**config.mk**
```make
export PLATFORM = sky130hd
export DESIGN_NAME = k_nearest_neighbour_insert
export DESIGN_NICKNAME = d
export VERILOG_FILES = /design/src/rtl/knn_pkg.sv /design/src/rtl/knn_dpath.sv /design/src/rtl/knn_ctrl.sv /design/src/rtl/k_nearest_neighbour_insert.sv
export SDC_FILE = /design/constraint.sdc
export NUM_CORES = 2
export LEC_CHECK = 0
export BUFFER_PORTS_ARGS = -buffer_cell sky130_fd_sc_hd__buf_2
export CAP_MARGIN = 5
export CORE_MARGIN = 3
export CORE_UTILIZATION = 32
export CTS_BUF_LIST = sky130_fd_sc_hd__clkbuf_16
export DETAILED_ROUTE_END_ITERATION = 12
export SYNTH_ARGS = -nofsm -noshare
export SYNTH_HDL_FRONTEND = slang
export SYNTH_SLANG_ARGS = --single-unit
```
**constraint.sdc**
```tcl
create_clock -name clk -period 14.1 [get_ports clk]
set_input_delay 2.115 -clock clk [delete_from_list [all_inputs] [get_ports clk]]
set_output_delay 2.115 -clock clk [all_outputs]
set_load 0.05 [all_outputs]
```
**src/rtl/knn_pkg.sv**
```systemverilog
`default_nettype none

package knn_pkg;

  localparam int LIST_DEPTH_DEF = 16;

  localparam int CMD_W   = 2;
  localparam int POS_W   = 16;
  localparam int TAG_W   = 16;
  localparam int DIST_W  = 34;
  localparam int STAT_W  = 3;
  localparam int SLOT_W  = 4;
  localparam int COUNT_W = 5;
  localparam int LIMIT_W = 5;

  localparam int MAX_READ = 16;

  localparam int IN_DATA_W  = 104;
  localparam int OUT_DATA_W = 64;

  localparam logic [LIMIT_W-1:0] LIMIT_RESET = 5'd10;

  localparam logic [CMD_W-1:0] CMD_START = 2'd0;
  localparam logic [CMD_W-1:0] CMD_OFFER = 2'd1;
  localparam logic [CMD_W-1:0] CMD_READ  = 2'd2;

  localparam logic [STAT_W-1:0] ST_STARTED   = 3'd0;
  localparam logic [STAT_W-1:0] ST_ACCEPTED  = 3'd1;
  localparam logic [STAT_W-1:0] ST_REJECTED  = 3'd2;
  localparam logic [STAT_W-1:0] ST_OUT_RANGE = 3'd3;
  localparam logic [STAT_W-1:0] ST_ENTRY     = 3'd4;
  localparam logic [STAT_W-1:0] ST_EMPTY     = 3'd5;

  typedef struct packed {
    logic              load_in;
    logic              load_query;
    logic              diff;
    logic              mul;
    logic              sum;
    logic              take;
    logic              sh_rd;
    logic              sh_wr;
    logic              fin_wr;
    logic              ro_init;
    logic              ro_rd;
    logic              ro_next;
    logic              out_load;
    logic [STAT_W-1:0] out_code;
  } dp_cmd_t;

  typedef struct packed {
    logic [CMD_W-1:0] cmd;
    logic             reject;
    logic             range_ok;
    logic             single;
    logic             pos_one;
    logic             d_lt_rd;
    logic             count_zero;
    logic             ro_last;
    logic             out_free;
  } dp_stat_t;

endpackage

`default_nettype wire

```
**src/rtl/knn_dpath.sv**
```systemverilog
`default_nettype none

module knn_dpath #(
  parameter int LIST_DEPTH = knn_pkg::LIST_DEPTH_DEF
) (
  input  wire logic                             clk,
  input  wire logic                             rst_n,
  input  wire logic                             cfg_we,
  input  wire logic [knn_pkg::LIMIT_W-1:0]      cfg_wdata,
  input  wire logic [knn_pkg::IN_DATA_W-1:0]    in_tdata,
  input  wire logic [knn_pkg::CMD_W-1:0]        in_tuser,
  input  wire knn_pkg::dp_cmd_t                 cmd,
  output knn_pkg::dp_stat_t                     stat,
  input  wire logic                             out_tready,
  output logic                                  out_tvalid,
  output logic [knn_pkg::OUT_DATA_W-1:0]        out_tdata,
  output logic [knn_pkg::STAT_W-1:0]            out_tuser,
  output logic                                  out_tlast
);
  import knn_pkg::*;

  localparam int CNT_W = $clog2(LIST_DEPTH + 1);
  localparam int IDX_W = (LIST_DEPTH > 1) ? $clog2(LIST_DEPTH) : 1;
  localparam int WW    = (CNT_W > LIMIT_W) ? CNT_W : LIMIT_W;
  localparam logic [WW-1:0]    DEPTH_W  = WW'(LIST_DEPTH);
  localparam logic [WW-1:0]    READ_MAX = WW'(MAX_READ);
  localparam logic [CNT_W-1:0] ONE      = CNT_W'(1);

  logic [CMD_W-1:0]  cmd_r;
  logic [POS_W-1:0]  cand_x_r, cand_y_r;
  logic [TAG_W-1:0]  cand_grp_r, cand_id_r;
  logic [DIST_W-1:0] start_range_r;

  logic [POS_W-1:0]  query_x_r, query_y_r;
  logic [TAG_W-1:0]  query_grp_r, query_id_r;
  logic [DIST_W-1:0] range_r;
  logic [CNT_W-1:0]  count_r;
  logic [LIMIT_W-1:0] limit_r;

  logic signed [POS_W:0]     dx_r, dy_r;
  logic signed [2*POS_W+1:0] px, py;
  logic [2*POS_W-1:0]        sq_x_r, sq_y_r;
  logic [DIST_W-1:0]         d_r;

  logic [CNT_W-1:0]  pos_r, pos_dec, k_r;
  logic              first_r;
  logic [DIST_W-1:0] tail_r;

  logic [DIST_W-1:0] mem_dist [LIST_DEPTH];
  logic [TAG_W-1:0]  mem_id   [LIST_DEPTH];
  logic [DIST_W-1:0] rd_dist_r;
  logic [TAG_W-1:0]  rd_id_r;
  logic              rd_en, wr_en;
  logic [IDX_W-1:0]  rd_addr, wr_addr;
  logic [DIST_W-1:0] wr_dist;
  logic [TAG_W-1:0]  wr_id;

  logic [WW-1:0]     limit_ext, lim_w, read_n;
  logic [CNT_W-1:0]  lim, new_count;
  logic              ro_last;

  logic              out_valid_r;
  logic [OUT_DATA_W-1:0] out_data_r;
  logic [STAT_W-1:0] out_user_r;
  logic              out_last_r;
  logic [SLOT_W-1:0] o_slot;
  logic [TAG_W-1:0]  o_id;
  logic [DIST_W-1:0] o_dist;
  logic              o_last;

  // effective limit and read length
  assign limit_ext = WW'(limit_r);
  assign lim_w     = (limit_ext > DEPTH_W) ? DEPTH_W : limit_ext;
  assign lim       = CNT_W'(lim_w);
  assign new_count = (count_r < lim) ? count_r + ONE : count_r;
  assign read_n    = (WW'(count_r) > READ_MAX) ? READ_MAX : WW'(count_r);
  assign ro_last   = (WW'(k_r) + WW'(1)) == read_n;
  assign pos_dec   = pos_r - ONE;

  assign px = dx_r * dx_r;
  assign py = dy_r * dy_r;

  assign stat.cmd        = cmd_r;
  assign stat.reject     = (cand_id_r == query_id_r) || (cand_grp_r != query_grp_r);
  assign stat.range_ok   = (lim != '0) && (d_r < range_r);
  assign stat.single     = (new_count == ONE);
  assign stat.pos_one    = (pos_r == ONE);
  assign stat.d_lt_rd    = (d_r < rd_dist_r);
  assign stat.count_zero = (count_r == '0);
  assign stat.ro_last    = ro_last;
  assign stat.out_free   = !out_valid_r || out_tready;

  always_ff @(posedge clk) begin
    if (!rst_n) begin
      limit_r     <= LIMIT_RESET;
      query_x_r   <= '0;
      query_y_r   <= '0;
      query_grp_r <= '0;
      query_id_r  <= '0;
      range_r     <= '0;
      count_r     <= '0;
    end else begin
      if (cfg_we) begin
        limit_r <= cfg_wdata;
      end
      if (cmd.load_query) begin
        query_x_r   <= cand_x_r;
        query_y_r   <= cand_y_r;
        query_grp_r <= cand_grp_r;
        query_id_r  <= cand_id_r;
        range_r     <= start_range_r;
        count_r     <= '0;
      end
      if (cmd.take) begin
        count_r <= new_count;
      end
      if (cmd.fin_wr && (count_r == lim)) begin
        range_r <= first_r ? d_r : tail_r;
      end
    end
  end

  always_ff @(posedge clk) begin
    if (cmd.load_in) begin
      cmd_r         <= in_tuser;
      cand_x_r      <= in_tdata[POS_W-1:0];
      cand_y_r      <= in_tdata[2*POS_W-1:POS_W];
      cand_grp_r    <= in_tdata[2*POS_W+TAG_W-1:2*POS_W];
      cand_id_r     <= in_tdata[2*POS_W+2*TAG_W-1:2*POS_W+TAG_W];
      start_range_r <= in_tdata[2*POS_W+2*TAG_W+DIST_W-1:2*POS_W+2*TAG_W];
    end
    if (cmd.diff) begin
      dx_r <= {cand_x_r[POS_W-1], cand_x_r} - {query_x_r[POS_W-1], query_x_r};
      dy_r <= {cand_y_r[POS_W-1], cand_y_r} - {query_y_r[POS_W-1], query_y_r};
    end
    if (cmd.mul) begin
      sq_x_r <= px[2*POS_W-1:0];
      sq_y_r <= py[2*POS_W-1:0];
    end
    if (cmd.sum) begin
      d_r <= DIST_W'(sq_x_r) + DIST_W'(sq_y_r);
    end
    if (cmd.take) begin
      pos_r   <= new_count - ONE;
      first_r <= 1'b1;
    end
    if (cmd.sh_wr) begin
      pos_r   <= pos_dec;
      first_r <= 1'b0;
      if (first_r) begin
        tail_r <= rd_dist_r;
      end
    end
    if (cmd.ro_init) begin
      k_r <= '0;
    end
    if (cmd.ro_next) begin
      k_r <= k_r + ONE;
    end
  end

  // neighbour list storage
  assign rd_en   = cmd.sh_rd || cmd.ro_rd;
  assign rd_addr = cmd.sh_rd ? pos_dec[IDX_W-1:0] : k_r[IDX_W-1:0];
  assign wr_en   = cmd.sh_wr || cmd.fin_wr;
  assign wr_addr = pos_r[IDX_W-1:0];
  assign wr_dist = cmd.sh_wr ? rd_dist_r : d_r;
  assign wr_id   = cmd.sh_wr ? rd_id_r : cand_id_r;

  always_ff @(posedge clk) begin
    if (wr_en) begin
      mem_dist[wr_addr] <= wr_dist;
      mem_id[wr_addr]   <= wr_id;
    end
    if (rd_en) begin
      rd_dist_r <= mem_dist[rd_addr];
      rd_id_r   <= mem_id[rd_addr];
    end
  end

  // result fields by status
  always_comb begin
    o_slot = '0;
    o_id   = '0;
    o_dist = '0;
    o_last = 1'b1;
    case (cmd.out_code)
      ST_ACCEPTED: begin
        o_slot = SLOT_W'(pos_r);
        o_dist = d_r;
      end
      ST_OUT_RANGE: begin
        o_dist = d_r;
      end
      ST_ENTRY: begin
        o_slot = SLOT_W'(k_r);
        o_id   = rd_id_r;
        o_dist = rd_dist_r;
        o_last = ro_last;
      end
      default: begin
        o_last = 1'b1;
      end
    endcase
  end

  always_ff @(posedge clk) begin
    if (!rst_n) begin
      out_valid_r <= 1'b0;
    end else if (cmd.out_load) begin
      out_valid_r <= 1'b1;
    end else if (out_tready) begin
      out_valid_r <= 1'b0;
    end
  end

  always_ff @(posedge clk) begin
    if (cmd.out_load) begin
      out_data_r <= OUT_DATA_W'({COUNT_W'(count_r), o_dist, o_id, o_slot});
      out_user_r <= cmd.out_code;
      out_last_r <= o_last;
    end
  end

  assign out_tvalid = out_valid_r;
  assign out_tdata  = out_data_r;
  assign out_tuser  = out_user_r;
  assign out_tlast  = out_last_r;

endmodule

`default_nettype wire

```
**src/rtl/knn_ctrl.sv**
```systemverilog
`default_nettype none

module knn_ctrl (
  input  wire logic              clk,
  input  wire logic              rst_n,
  input  wire logic              in_tvalid,
  output logic                   in_tready,
  input  wire knn_pkg::dp_stat_t stat,
  output knn_pkg::dp_cmd_t       cmd
);
  import knn_pkg::*;

  localparam logic [3:0] S_IDLE    = 4'd0;
  localparam logic [3:0] S_DECODE  = 4'd1;
  localparam logic [3:0] S_DIFF    = 4'd2;
  localparam logic [3:0] S_MUL     = 4'd3;
  localparam logic [3:0] S_SUM     = 4'd4;
  localparam logic [3:0] S_TEST    = 4'd5;
  localparam logic [3:0] S_SH_RD   = 4'd6;
  localparam logic [3:0] S_SH_CMP  = 4'd7;
  localparam logic [3:0] S_WR      = 4'd8;
  localparam logic [3:0] S_EMIT    = 4'd9;
  localparam logic [3:0] S_RO_RD   = 4'd10;
  localparam logic [3:0] S_RO_EMIT = 4'd11;

  logic [3:0]        state_r, state_nxt;
  logic [STAT_W-1:0] code_r, code_nxt;

  assign in_tready = (state_r == S_IDLE);

  always_ff @(posedge clk) begin
    if (!rst_n) begin
      state_r <= S_IDLE;
      code_r  <= ST_STARTED;
    end else begin
      state_r <= state_nxt;
      code_r  <= code_nxt;
    end
  end

  always_comb begin
    state_nxt    = state_r;
    code_nxt     = code_r;
    cmd          = '0;
    cmd.out_code = code_r;
    case (state_r)
      S_IDLE: begin
        if (in_tvalid) begin
          cmd.load_in = 1'b1;
          state_nxt   = S_DECODE;
        end
      end
      S_DECODE: begin
        case (stat.cmd)
          CMD_START: begin
            cmd.load_query = 1'b1;
            code_nxt       = ST_STARTED;
            state_nxt      = S_EMIT;
          end
          CMD_OFFER: begin
            if (stat.reject) begin
              code_nxt  = ST_REJECTED;
              state_nxt = S_EMIT;
            end else begin
              cmd.diff  = 1'b1;
              state_nxt = S_DIFF;
            end
          end
          CMD_READ: begin
            if (stat.count_zero) begin
              code_nxt  = ST_EMPTY;
              state_nxt = S_EMIT;
            end else begin
              cmd.ro_init = 1'b1;
              state_nxt   = S_RO_RD;
            end
          end
          default: begin
            state_nxt = S_IDLE;
          end
        endcase
      end
      S_DIFF: begin
        cmd.mul   = 1'b1;
        state_nxt = S_MUL;
      end
      S_MUL: begin
        cmd.sum   = 1'b1;
        state_nxt = S_SUM;
      end
      S_SUM: begin
        state_nxt = S_TEST;
      end
      S_TEST: begin
        if (!stat.range_ok) begin
          code_nxt  = ST_OUT_RANGE;
          state_nxt = S_EMIT;
        end else begin
          cmd.take  = 1'b1;
          state_nxt = stat.single ? S_WR : S_SH_RD;
        end
      end
      S_SH_RD: begin
        cmd.sh_rd = 1'b1;
        state_nxt = S_SH_CMP;
      end
      S_SH_CMP: begin
        if (stat.d_lt_rd) begin
          cmd.sh_wr = 1'b1;
          state_nxt = stat.pos_one ? S_WR : S_SH_RD;
        end else begin
          state_nxt = S_WR;
        end
      end
      S_WR: begin
        cmd.fin_wr = 1'b1;
        code_nxt   = ST_ACCEPTED;
        state_nxt  = S_EMIT;
      end
      S_EMIT: begin
        if (stat.out_free) begin
          cmd.out_load = 1'b1;
          state_nxt    = S_IDLE;
        end
      end
      S_RO_RD: begin
        cmd.ro_rd = 1'b1;
        state_nxt = S_RO_EMIT;
      end
      S_RO_EMIT: begin
        cmd.out_code = ST_ENTRY;
        if (stat.out_free) begin
          cmd.out_load = 1'b1;
          if (stat.ro_last) begin
            state_nxt = S_IDLE;
          end else begin
            cmd.ro_next = 1'b1;
            state_nxt   = S_RO_RD;
          end
        end
      end
      default: begin
        state_nxt = S_IDLE;
      end
    endcase
  end

endmodule

`default_nettype wire

```
**src/rtl/k_nearest_neighbour_insert.sv**
```systemverilog
// Bounded nearest-neighbour list for one query point.
// Input stream: in_tuser carries the command (start, offer candidate, read out),
// in_tdata the position, group, id and start range. Output stream: out_tuser is
// the status, out_tdata slot, id, distance and count, out_tlast marks the final
// result of an item. cfg_we/cfg_wdata set the neighbour limit (reset value 10).
// Items are taken one at a time, in_tready is high only while the block is idle.
// Per item: start, rejected candidate and empty read each give one result,
// an unused command gives no result, a candidate out of range or with limit
// zero gives one, and a candidate in range gives one after it is compared with
// list entries on the way down (each entry moved, plus the one it stops behind
// unless it reaches slot 0). A read out emits one result per entry (at most 16).
// The insertion walks the list one entry at a time, reading then comparing
// each, over the single read port of the list memory; the distance goes
// through a subtract, a square and a sum stage before the range test.
// A held result on out_tvalid does not block acceptance of the next item; the
// block stalls only where it must load a new result while out_tready is low.
// Synchronous reset empties the list, clears query and range, and drops any
// pending result; list memory needs no clearing since only filled slots are read.
`default_nettype none

module k_nearest_neighbour_insert #(
  parameter int LIST_DEPTH = knn_pkg::LIST_DEPTH_DEF
) (
  input  wire logic                          clk,
  input  wire logic                          rst_n,
  input  wire logic                          cfg_we,
  input  wire logic [knn_pkg::LIMIT_W-1:0]   cfg_wdata,
  input  wire logic                          in_tvalid,
  output logic                               in_tready,
  // pos_x, pos_y, group_tag, agent_id, start_range_sq
  input  wire logic [knn_pkg::IN_DATA_W-1:0] in_tdata,
  // command
  input  wire logic [knn_pkg::CMD_W-1:0]     in_tuser,
  output logic                               out_tvalid,
  input  wire logic                          out_tready,
  // slot, neighbour_id, neighbour_dist_sq, count
  output logic [knn_pkg::OUT_DATA_W-1:0]     out_tdata,
  // status
  output logic [knn_pkg::STAT_W-1:0]         out_tuser,
  output logic                               out_tlast
);
  import knn_pkg::*;

  dp_cmd_t  cmd;
  dp_stat_t stat;

  knn_ctrl u_ctrl (
    .clk       (clk),
    .rst_n     (rst_n),
    .in_tvalid (in_tvalid),
    .in_tready (in_tready),
    .stat      (stat),
    .cmd       (cmd)
  );

  knn_dpath #(
    .LIST_DEPTH (LIST_DEPTH)
  ) u_dpath (
    .clk        (clk),
    .rst_n      (rst_n),
    .cfg_we     (cfg_we),
    .cfg_wdata  (cfg_wdata),
    .in_tdata   (in_tdata),
    .in_tuser   (in_tuser),
    .cmd        (cmd),
    .stat       (stat),
    .out_tready (out_tready),
    .out_tvalid (out_tvalid),
    .out_tdata  (out_tdata),
    .out_tuser  (out_tuser),
    .out_tlast  (out_tlast)
  );

endmodule

`default_nettype wire

```
# Yosys cells after proc, flatten, opt, wreduce, memory -nomap -nowiden
# Memories as Yosys holds them, arrays and structs flattened. A register that Yosys moved wholly into a read port is not among the register bits.
# Cells that the tools add are included.
# totals
regBits,456
latchBits,0
romBits,0
output_inout_bits,70
n_memories,2
in_bits,116
mem_bits_rw,800
# classes
mux,62
bitwise,0
add_sub_neg,7
shifts,0
n_mul,2
n_reduce_logical,21
eq_ne,29
magnitude_cmp,5
n_div,0
# mem_list
name,words,word_bits,read_ports,rd_ports_with_merged_regs,wr,line,text
u_dpath.mem_dist,16,34,1,1,1,knn_dpath.sv:49,logic [DIST_W-1:0] mem_dist [LIST_DEPTH];
u_dpath.mem_id,16,16,1,1,1,knn_dpath.sv:50,logic [TAG_W-1:0] mem_id [LIST_DEPTH];
# op_table
operator,n
2-to-1 mux 34 bit,4
< comparator 34 bit,2
one-hot mux 34 bit (2 select lines),1
multiplier 17 x 17 -> 32 bit,2
one-hot mux 4 bit (12 select lines),1
2-to-1 mux 5 bit,9
2-to-1 mux 4 bit,10
subtractor 16 x 16 -> 17 bit,2
adder 32 x 32 -> 33 bit,1
2-to-1 mux 1 bit,24
one-hot mux 3 bit (3 select lines),2
== test 16 bit,1
"== test 4 x 3 -> 1 bit, second input constant",4
"== test 4 bit, second input constant",4
2-to-1 mux 16 bit,1
!= test 16 bit,1
2-to-1 mux 3 bit,4
one-hot mux 4 bit (3 select lines),1
"adder 5 x 1 -> 5 bit, second input constant",2
"== test 5 x 1 -> 1 bit, second input constant",2
== test 5 bit,2
"greater-than comparator 5 bit, second input constant",2
nonzero test 2 bit,5
"subtractor 5 x 1 -> 5 bit, second input constant",2
other kinds (26),37

# Logic depth before layout (Yosys ltp)
# logic_depth
ltp_word,8
depth_mapped,24
depth_no_buf,24

# Hierarchy
# From an unflattened synthesis, not the netlist that was laid out.
# hier_totals
cells_unflattened,5159
hier_area_um2,72577.1
# modules_own_cells
mod,seq_area_each_um2,area_per_inst_um2,cells_per_inst,instances
knn_dpath,37816.3,71836.4,5057,1
knn_ctrl,140.1,740.7,102,1

# Worst setup path after synthesis
# Ideal clock, no wire load.
# synth_timing
path_type,flip-flop to flip-flop
from,register u_dpath.dx_r[5]
to,"register u_dpath.sq_x_r[30], data pin"
path_slack_ns,7.689
n_path_buf,2
path_stages_with_launch,25
arrival_time_ns,6.153
period_less_slack_ns,6.411
path_cell_list,edfxtp_1 -> clkbuf_1 -> clkbuf_1 -> nand2_1 -> fa_1 -> inv_1 -> fa_1 -> inv_1 -> fa_1 -> inv_1 -> fa_1 -> fa_1 -> inv_1 -> fa_1 -> inv_1 -> ha_1 -> a21oi_1 -> o21ai_0 -> a2111oi_0 -> a211oi_1 -> o2111ai_1 -> nand3_1 -> a31o_2 -> a21oi_1 -> xnor2_1
# synth_via
elab_chain_len,1
# synth_rtl
item,line,text
from (decl),knn_dpath.sv:40,"logic signed [POS_W:0] dx_r, dy_r;"
from (signal assigned),knn_dpath.sv:133,"dx_r <= {cand_x_r[POS_W-1], cand_x_r} - {query_x_r[POS_W-1], query_x_r};"
multiplier 17 x 17 -> 32 bit,knn_dpath.sv:80,assign px = dx_r * dx_r;
named net u_dpath.px[30],knn_dpath.sv:41,"logic signed [2*POS_W+1:0] px, py;"
to (signal assigned),knn_dpath.sv:137,sq_x_r <= px[2*POS_W-1:0];
to (decl),knn_dpath.sv:42,"logic [2*POS_W-1:0] sq_x_r, sq_y_r;"
# The timed path passes the listed nets, and every way through them passes these cells.
# A chain may end at the register's enable or synchronous reset.

# Worst setup path after layout
# layout_timing
from,register u_dpath.dx_r[9]
to,"register u_dpath.sq_x_r[30], data pin"
# The elaborated chain is that of the path after synthesis.

==> impl_metrics.prom <==
# TYPE chip_impl_metric gauge
chip_impl_metric{name="post_drt_via_cell_ratio",unit=""} 4.93
chip_impl_metric{name="design_power_total",unit="µW"} 8240
chip_impl_metric{name="critical_path_arrival",unit="ns"} 8.03
chip_impl_metric{name="placement.setup.worst_slack",unit="ns"} 6.67
chip_impl_info{name="synth.most_common_cell",value="sky130_fd_sc_hd__nand2_1"} 1
chip_impl_metric{name="detail_route.drc_violations",unit=""} 0
chip_impl_metric{name="clock_latency_late_sink",unit="ns"} 0.79
chip_impl_info{name="clk_root_buffer_cell",value="sky130_fd_sc_hd__clkbuf_16"} 1
chip_impl_metric{name="maximum_number_of_pins_on_one_net_before_global_route_repair",unit=""} 191
chip_impl_metric{name="p_leak",unit="µW"} 0.0324
chip_impl_info{name="worst_path_max_delay_cell",value="sky130_fd_sc_hd__edfxtp_1"} 1
chip_impl_metric{name="postSynthRegisterBits",unit=""} 1303
chip_impl_metric{name="grt_pass1_vias",unit=""} 47200
chip_impl_metric{name="drive_above_1_share",unit="%"} 8.84
chip_impl_metric{name="routed_wl",unit="mm"} 188
chip_impl_metric{name="final.setup.tns",unit="ns"} 0
chip_impl_metric{name="die_x",unit="µm"} 485
chip_impl_metric{name="die_height",unit="µm"} 485
chip_impl_metric{name="design.core.area",unit="µm²"} 228000
chip_impl_metric{name="synth.cell_area",unit="µm²"} 73500
chip_impl_metric{name="numCtsBuffers",unit=""} 146
chip_impl_metric{name="wl_per_cell",unit="µm"} 19.7
chip_impl_metric{name="antenna_found_initial",unit=""} 8
chip_impl_metric{name="floorplan.io_pins",unit=""} 186
chip_impl_metric{name="multi_input_comb_area",unit="µm²"} 31500
chip_impl_metric{name="syn-instance-count",unit=""} 6326
chip_impl_metric{name="placed_cells",unit=""} 9270
chip_impl_metric{name="gr-total-overflow",unit=""} 0
chip_impl_metric{name="clock_power_share",unit="%"} 45.1
chip_impl_info{name="critPathCaptureType",value="register"} 1
chip_impl_metric{name="maxSlewViolCount",unit=""} 0
chip_impl_metric{name="fmax",unit="MHz"} 133
chip_impl_metric{name="worst-slew-pin-transition",unit="ns"} 1.21
chip_impl_metric{name="fin_hold_ws",unit="ns"} 0.451
chip_impl_metric{name="comb_pwr_share",unit="%"} 3.1
chip_impl_metric{name="final_non_filler_cells",unit=""} 9543
chip_impl_info{name="cts_tree",value="built"} 1
chip_impl_metric{name="ys.warnings.count",unit=""} 0
chip_impl_metric{name="post_cts_buffers",unit=""} 0
chip_impl_metric{name="drtPass1Iterations",unit=""} 6
chip_impl_metric{name="number_of_enable_flip_flop_cells_after_synthesis",unit=""} 1186
chip_impl_metric{name="peakVddDrop",unit="V"} 0.000115
chip_impl_metric{name="gp_congestion",unit=""} 0.843
chip_impl_metric{name="start_util",unit="%"} 32.2
chip_impl_metric{name="grt.total_usage",unit="%"} 15.8
chip_impl_info{name="hold_class",value="register to register"} 1
chip_impl_info{name="timing_worst_setup_path_type",value="register to register"} 1
chip_impl_metric{name="max_stage_delay",unit="ns"} 0.80
chip_impl_metric{name="hold_buf_count_cts",unit=""} 0
chip_impl_metric{name="worstPathBufferInverterCount",unit=""} 5
chip_impl_metric{name="global_route_wire_length_before_repair",unit="mm"} 286
chip_impl_metric{name="nFillCells",unit=""} 22100
chip_impl_metric{name="postSynth.asyncResetShare",unit="%"} 0
chip_impl_info{name="critical_path.top_delay_family",value="adder cells"} 1
chip_impl_metric{name="yosysTopAreaCellShare",unit="%"} 48.5
chip_impl_metric{name="num_rows",unit=""} 175
chip_impl_metric{name="cts_max_path_buffers",unit=""} 3
chip_impl_metric{name="final.min_clock_period",unit="ns"} 7.49
chip_impl_metric{name="syn-mean-instance-area",unit="µm²"} 11.6
chip_impl_metric{name="finalHoldViolations",unit=""} 0
chip_impl_info{name="synth_area_leader_cell",value="sky130_fd_sc_hd__edfxtp_1"} 1
chip_impl_metric{name="worst_setup_hold_path_clk_slew",unit="ns"} 0.06
chip_impl_info{name="crit_top_cell",value="sky130_fd_sc_hd__fa_1"} 1
chip_impl_info{name="worstPathCellList",value="inv_1, nor2_1, fa_1, inv_1, fa_1, fa_1, inv_1, fa_1, fa_1, inv_1, fa_1, inv_1, ha_1, a21oi_1, o21ai_0, a2111oi_0, a211oi_1, o2111ai_1, nand3_1, a31o_2, a21oi_1, xnor2_1"} 1
chip_impl_info{name="unrepaired_setup_endpoints_after_global_routing",value="false"} 1
chip_impl_metric{name="power.density",unit="nW/µm²"} 100
chip_impl_metric{name="sequential_cell_area",unit="µm²"} 38000
chip_impl_info{name="crit-reg2reg-launch",value="u_dpath.dx_r[9]"} 1
chip_impl_info{name="netlist_top_cells_area",value="sky130_fd_sc_hd__edfxtp_1 (48%), sky130_fd_sc_hd__fa_1 (14%), sky130_fd_sc_hd__nand2_1 (6.1%), sky130_fd_sc_hd__ha_1 (5.4%), sky130_fd_sc_hd__inv_1 (4.1%)"} 1
chip_impl_metric{name="finalClockSkew",unit="ns"} 0.0315
chip_impl_metric{name="cellInternalPower",unit="µW"} 6400
chip_impl_metric{name="worst_slew_margin_rel",unit="%"} 19.0
chip_impl_info{name="crit_path_start",value="u_dpath.dx_r[9]"} 1
chip_impl_metric{name="final_nets",unit=""} 7353
chip_impl_metric{name="cap_violations",unit=""} 0
chip_impl_info{name="timing.critical_path.from_type",value="register"} 1
chip_impl_metric{name="die_area",unit="µm²"} 235000
chip_impl_metric{name="cts-resized-gates",unit=""} 0
chip_impl_info{name="synth_flop_cell",value="sky130_fd_sc_hd__edfxtp_1"} 1
chip_impl_metric{name="timing.final.crit_share",unit="%"} 53.1
chip_impl_metric{name="vias",unit=""} 47000
chip_impl_metric{name="drtIter0Drc",unit=""} 3867
chip_impl_metric{name="input_output_buffers",unit=""} 174
chip_impl_metric{name="ctsHtreeMaxLevel",unit=""} 4
chip_impl_metric{name="power_frac_seq",unit="%"} 51.8
chip_impl_metric{name="timing.final.setup_violations",unit=""} 0
chip_impl_info{name="hold_path_startpoint",value="u_dpath.query_y_r[15]"} 1
chip_impl_metric{name="worst_slack",unit="ns"} 6.61
chip_impl_metric{name="synth.yosys.seq_area_share",unit="%"} 51.7
chip_impl_info{name="yosys-top-cells-count",value="sky130_fd_sc_hd__nand2_1 (1194), sky130_fd_sc_hd__edfxtp_1 (1186), sky130_fd_sc_hd__inv_1 (803), sky130_fd_sc_hd__fa_1 (513), sky130_fd_sc_hd__ha_1 (315)"} 1
chip_impl_info{name="outcome",value="completed"} 1
chip_impl_metric{name="ant_nets",unit=""} 0
chip_impl_metric{name="yosys.cell_types.count",unit=""} 76
chip_impl_metric{name="netSwitchingFraction",unit="%"} 22.3
chip_impl_metric{name="dp_hpwl",unit="mm"} 119
chip_impl_metric{name="critPathRequiredTime",unit="ns"} 14.63
chip_impl_metric{name="critPathMaxFanout",unit=""} 14
chip_impl_metric{name="area_growth",unit="%"} 11.9
chip_impl_metric{name="clock_sink_count",unit=""} 1303
chip_impl_metric{name="switching_power",unit="µW"} 1840
sequential cells by signal (all words and copies together) (netlist names), 16 cells and up:
register / count
u_dpath.cand_grp_r: 16
u_dpath.cand_id_r: 16
u_dpath.cand_x_r: 16
u_dpath.cand_y_r: 16
u_dpath.d_r: 33
u_dpath.dx_r: 17
u_dpath.dy_r: 17
u_dpath.mem_dist: 544
u_dpath.mem_id: 256
u_dpath.out_tdata: 59
u_dpath.query_grp_r: 16
u_dpath.query_id_r: 16
u_dpath.query_x_r: 16
u_dpath.query_y_r: 16
u_dpath.range_r: 34
u_dpath.rd_dist_r: 34
u_dpath.rd_id_r: 16
u_dpath.sq_x_r: 31
u_dpath.sq_y_r: 31
u_dpath.start_range_r: 34
u_dpath.tail_r: 34
worst register-to-register path, delay by kind of cell, from the launching register on:
family	cells	cell delay (ns)
AO/OA/AOI/OAI	7	1.95
XOR/XNOR	1	0.08
AND/OR/NAND/NOR	2	0.53
flip-flops	1	0.80
buffers and inverters	5	0.62
adder cells (fa/ha/maj)	7	3.26
path summary, 6_finish.rpt:
kind              slack [ns]                    end  cells past startpoint
setup / recovery        6.61     u_dpath.sq_x_r[30]                     22
hold / removal          0.45  u_dpath.query_y_r[15]                      2
setup reg to reg        6.61     u_dpath.sq_x_r[30]                     22
hold reg to reg         0.45  u_dpath.query_y_r[15]                      2
cell families (layout without fill, tap and decap cells):
family	after synthesis	in the layout	synth area share [%]
buffers and inverters	1095	1295	5.79
other	1	9	0.00510
and+or+nand+nor	2038	2038	12.4
xor gates and xnor gates	187	187	2.23
muxes	94	94	1.43
DFF	1303	1303	51.7
AOI/OAI and AO/OA	780	780	7.18
adders and majority gates	828	828	19.3
cell usage in the layout, fill, tap and decap left out, types with 25 or more instances in the layout:
cell type,instances
sky130_fd_sc_hd__nand2_1,1194
sky130_fd_sc_hd__edfxtp_1,1186
sky130_fd_sc_hd__inv_1,831
sky130_fd_sc_hd__fa_1,513
sky130_fd_sc_hd__ha_1,315
sky130_fd_sc_hd__nand3_1,240
sky130_fd_sc_hd__a21oi_1,232
sky130_fd_sc_hd__buf_2,174
sky130_fd_sc_hd__nor2_1,166
sky130_fd_sc_hd__a311oi_1,152
sky130_fd_sc_hd__clkbuf_16,147
sky130_fd_sc_hd__xnor2_1,128
sky130_fd_sc_hd__and2_1,127
sky130_fd_sc_hd__and3_1,118
sky130_fd_sc_hd__dfxtp_1,116
sky130_fd_sc_hd__o21ai_0,90
sky130_fd_sc_hd__mux2_2,85
sky130_fd_sc_hd__xor2_1,59
sky130_fd_sc_hd__a31oi_1,59
sky130_fd_sc_hd__o211ai_1,46
sky130_fd_sc_hd__buf_4,44
sky130_fd_sc_hd__a21o_1,43
sky130_fd_sc_hd__nor2b_1,36
sky130_fd_sc_hd__a22o_1,34
sky130_fd_sc_hd__nor3_1,32
sky130_fd_sc_hd__clkinv_1,28
sky130_fd_sc_hd__clkinv_2,27
sky130_fd_sc_hd__nand2b_1,25
area by class of cell:
class                   count  area share, %
multi-input cells        3932           38.3
diodes                      4         0.0122
flip-flops and latches   1303           46.2
clock buffers             147           4.47
repair buffers            222           1.56
inverters                 804           3.67
clock inverters           122           1.28
well taps                3009           4.58
metal layers:
layer | vias up | global-route usage (%) | part of all wire (%)
met4 | 2 | 5.12 | 3.0
li1 | 21800 | - | -
met1 | 23700 | 21.8 | 44
met3 | 268 | 2.54 | 6.1
met2 | 1358 | 25.3 | 47
met5 | - | 0 | 0.0069
power by group through the flow:
| stage | registers, µW | clock network [µW] | logic, µW |
|---|---|---|---|
| 6_report | 4270 | 3720 | 253 |
| 5_1_grt | 4270 | 3970 | 282 |
| 4_1_cts | 4270 | 3810 | 257 |
| 3_5_place_dp | 4350 | 0 | 255 |
| 3_3_place_gp | 4350 | 0 | 249 |
| 2_1_floorplan | 4340 | 0 | 164 |
stage by stage:
step           util (%)  area, µm²
6_report           36.1      82200
5_1_grt            36.1      82200
4_1_cts            36.1      82200
3_5_place_dp       34.0      77500
3_3_place_gp       34.0      77500
2_1_floorplan         -      73500
Note: power is estimated with default switching activity, not from simulation.
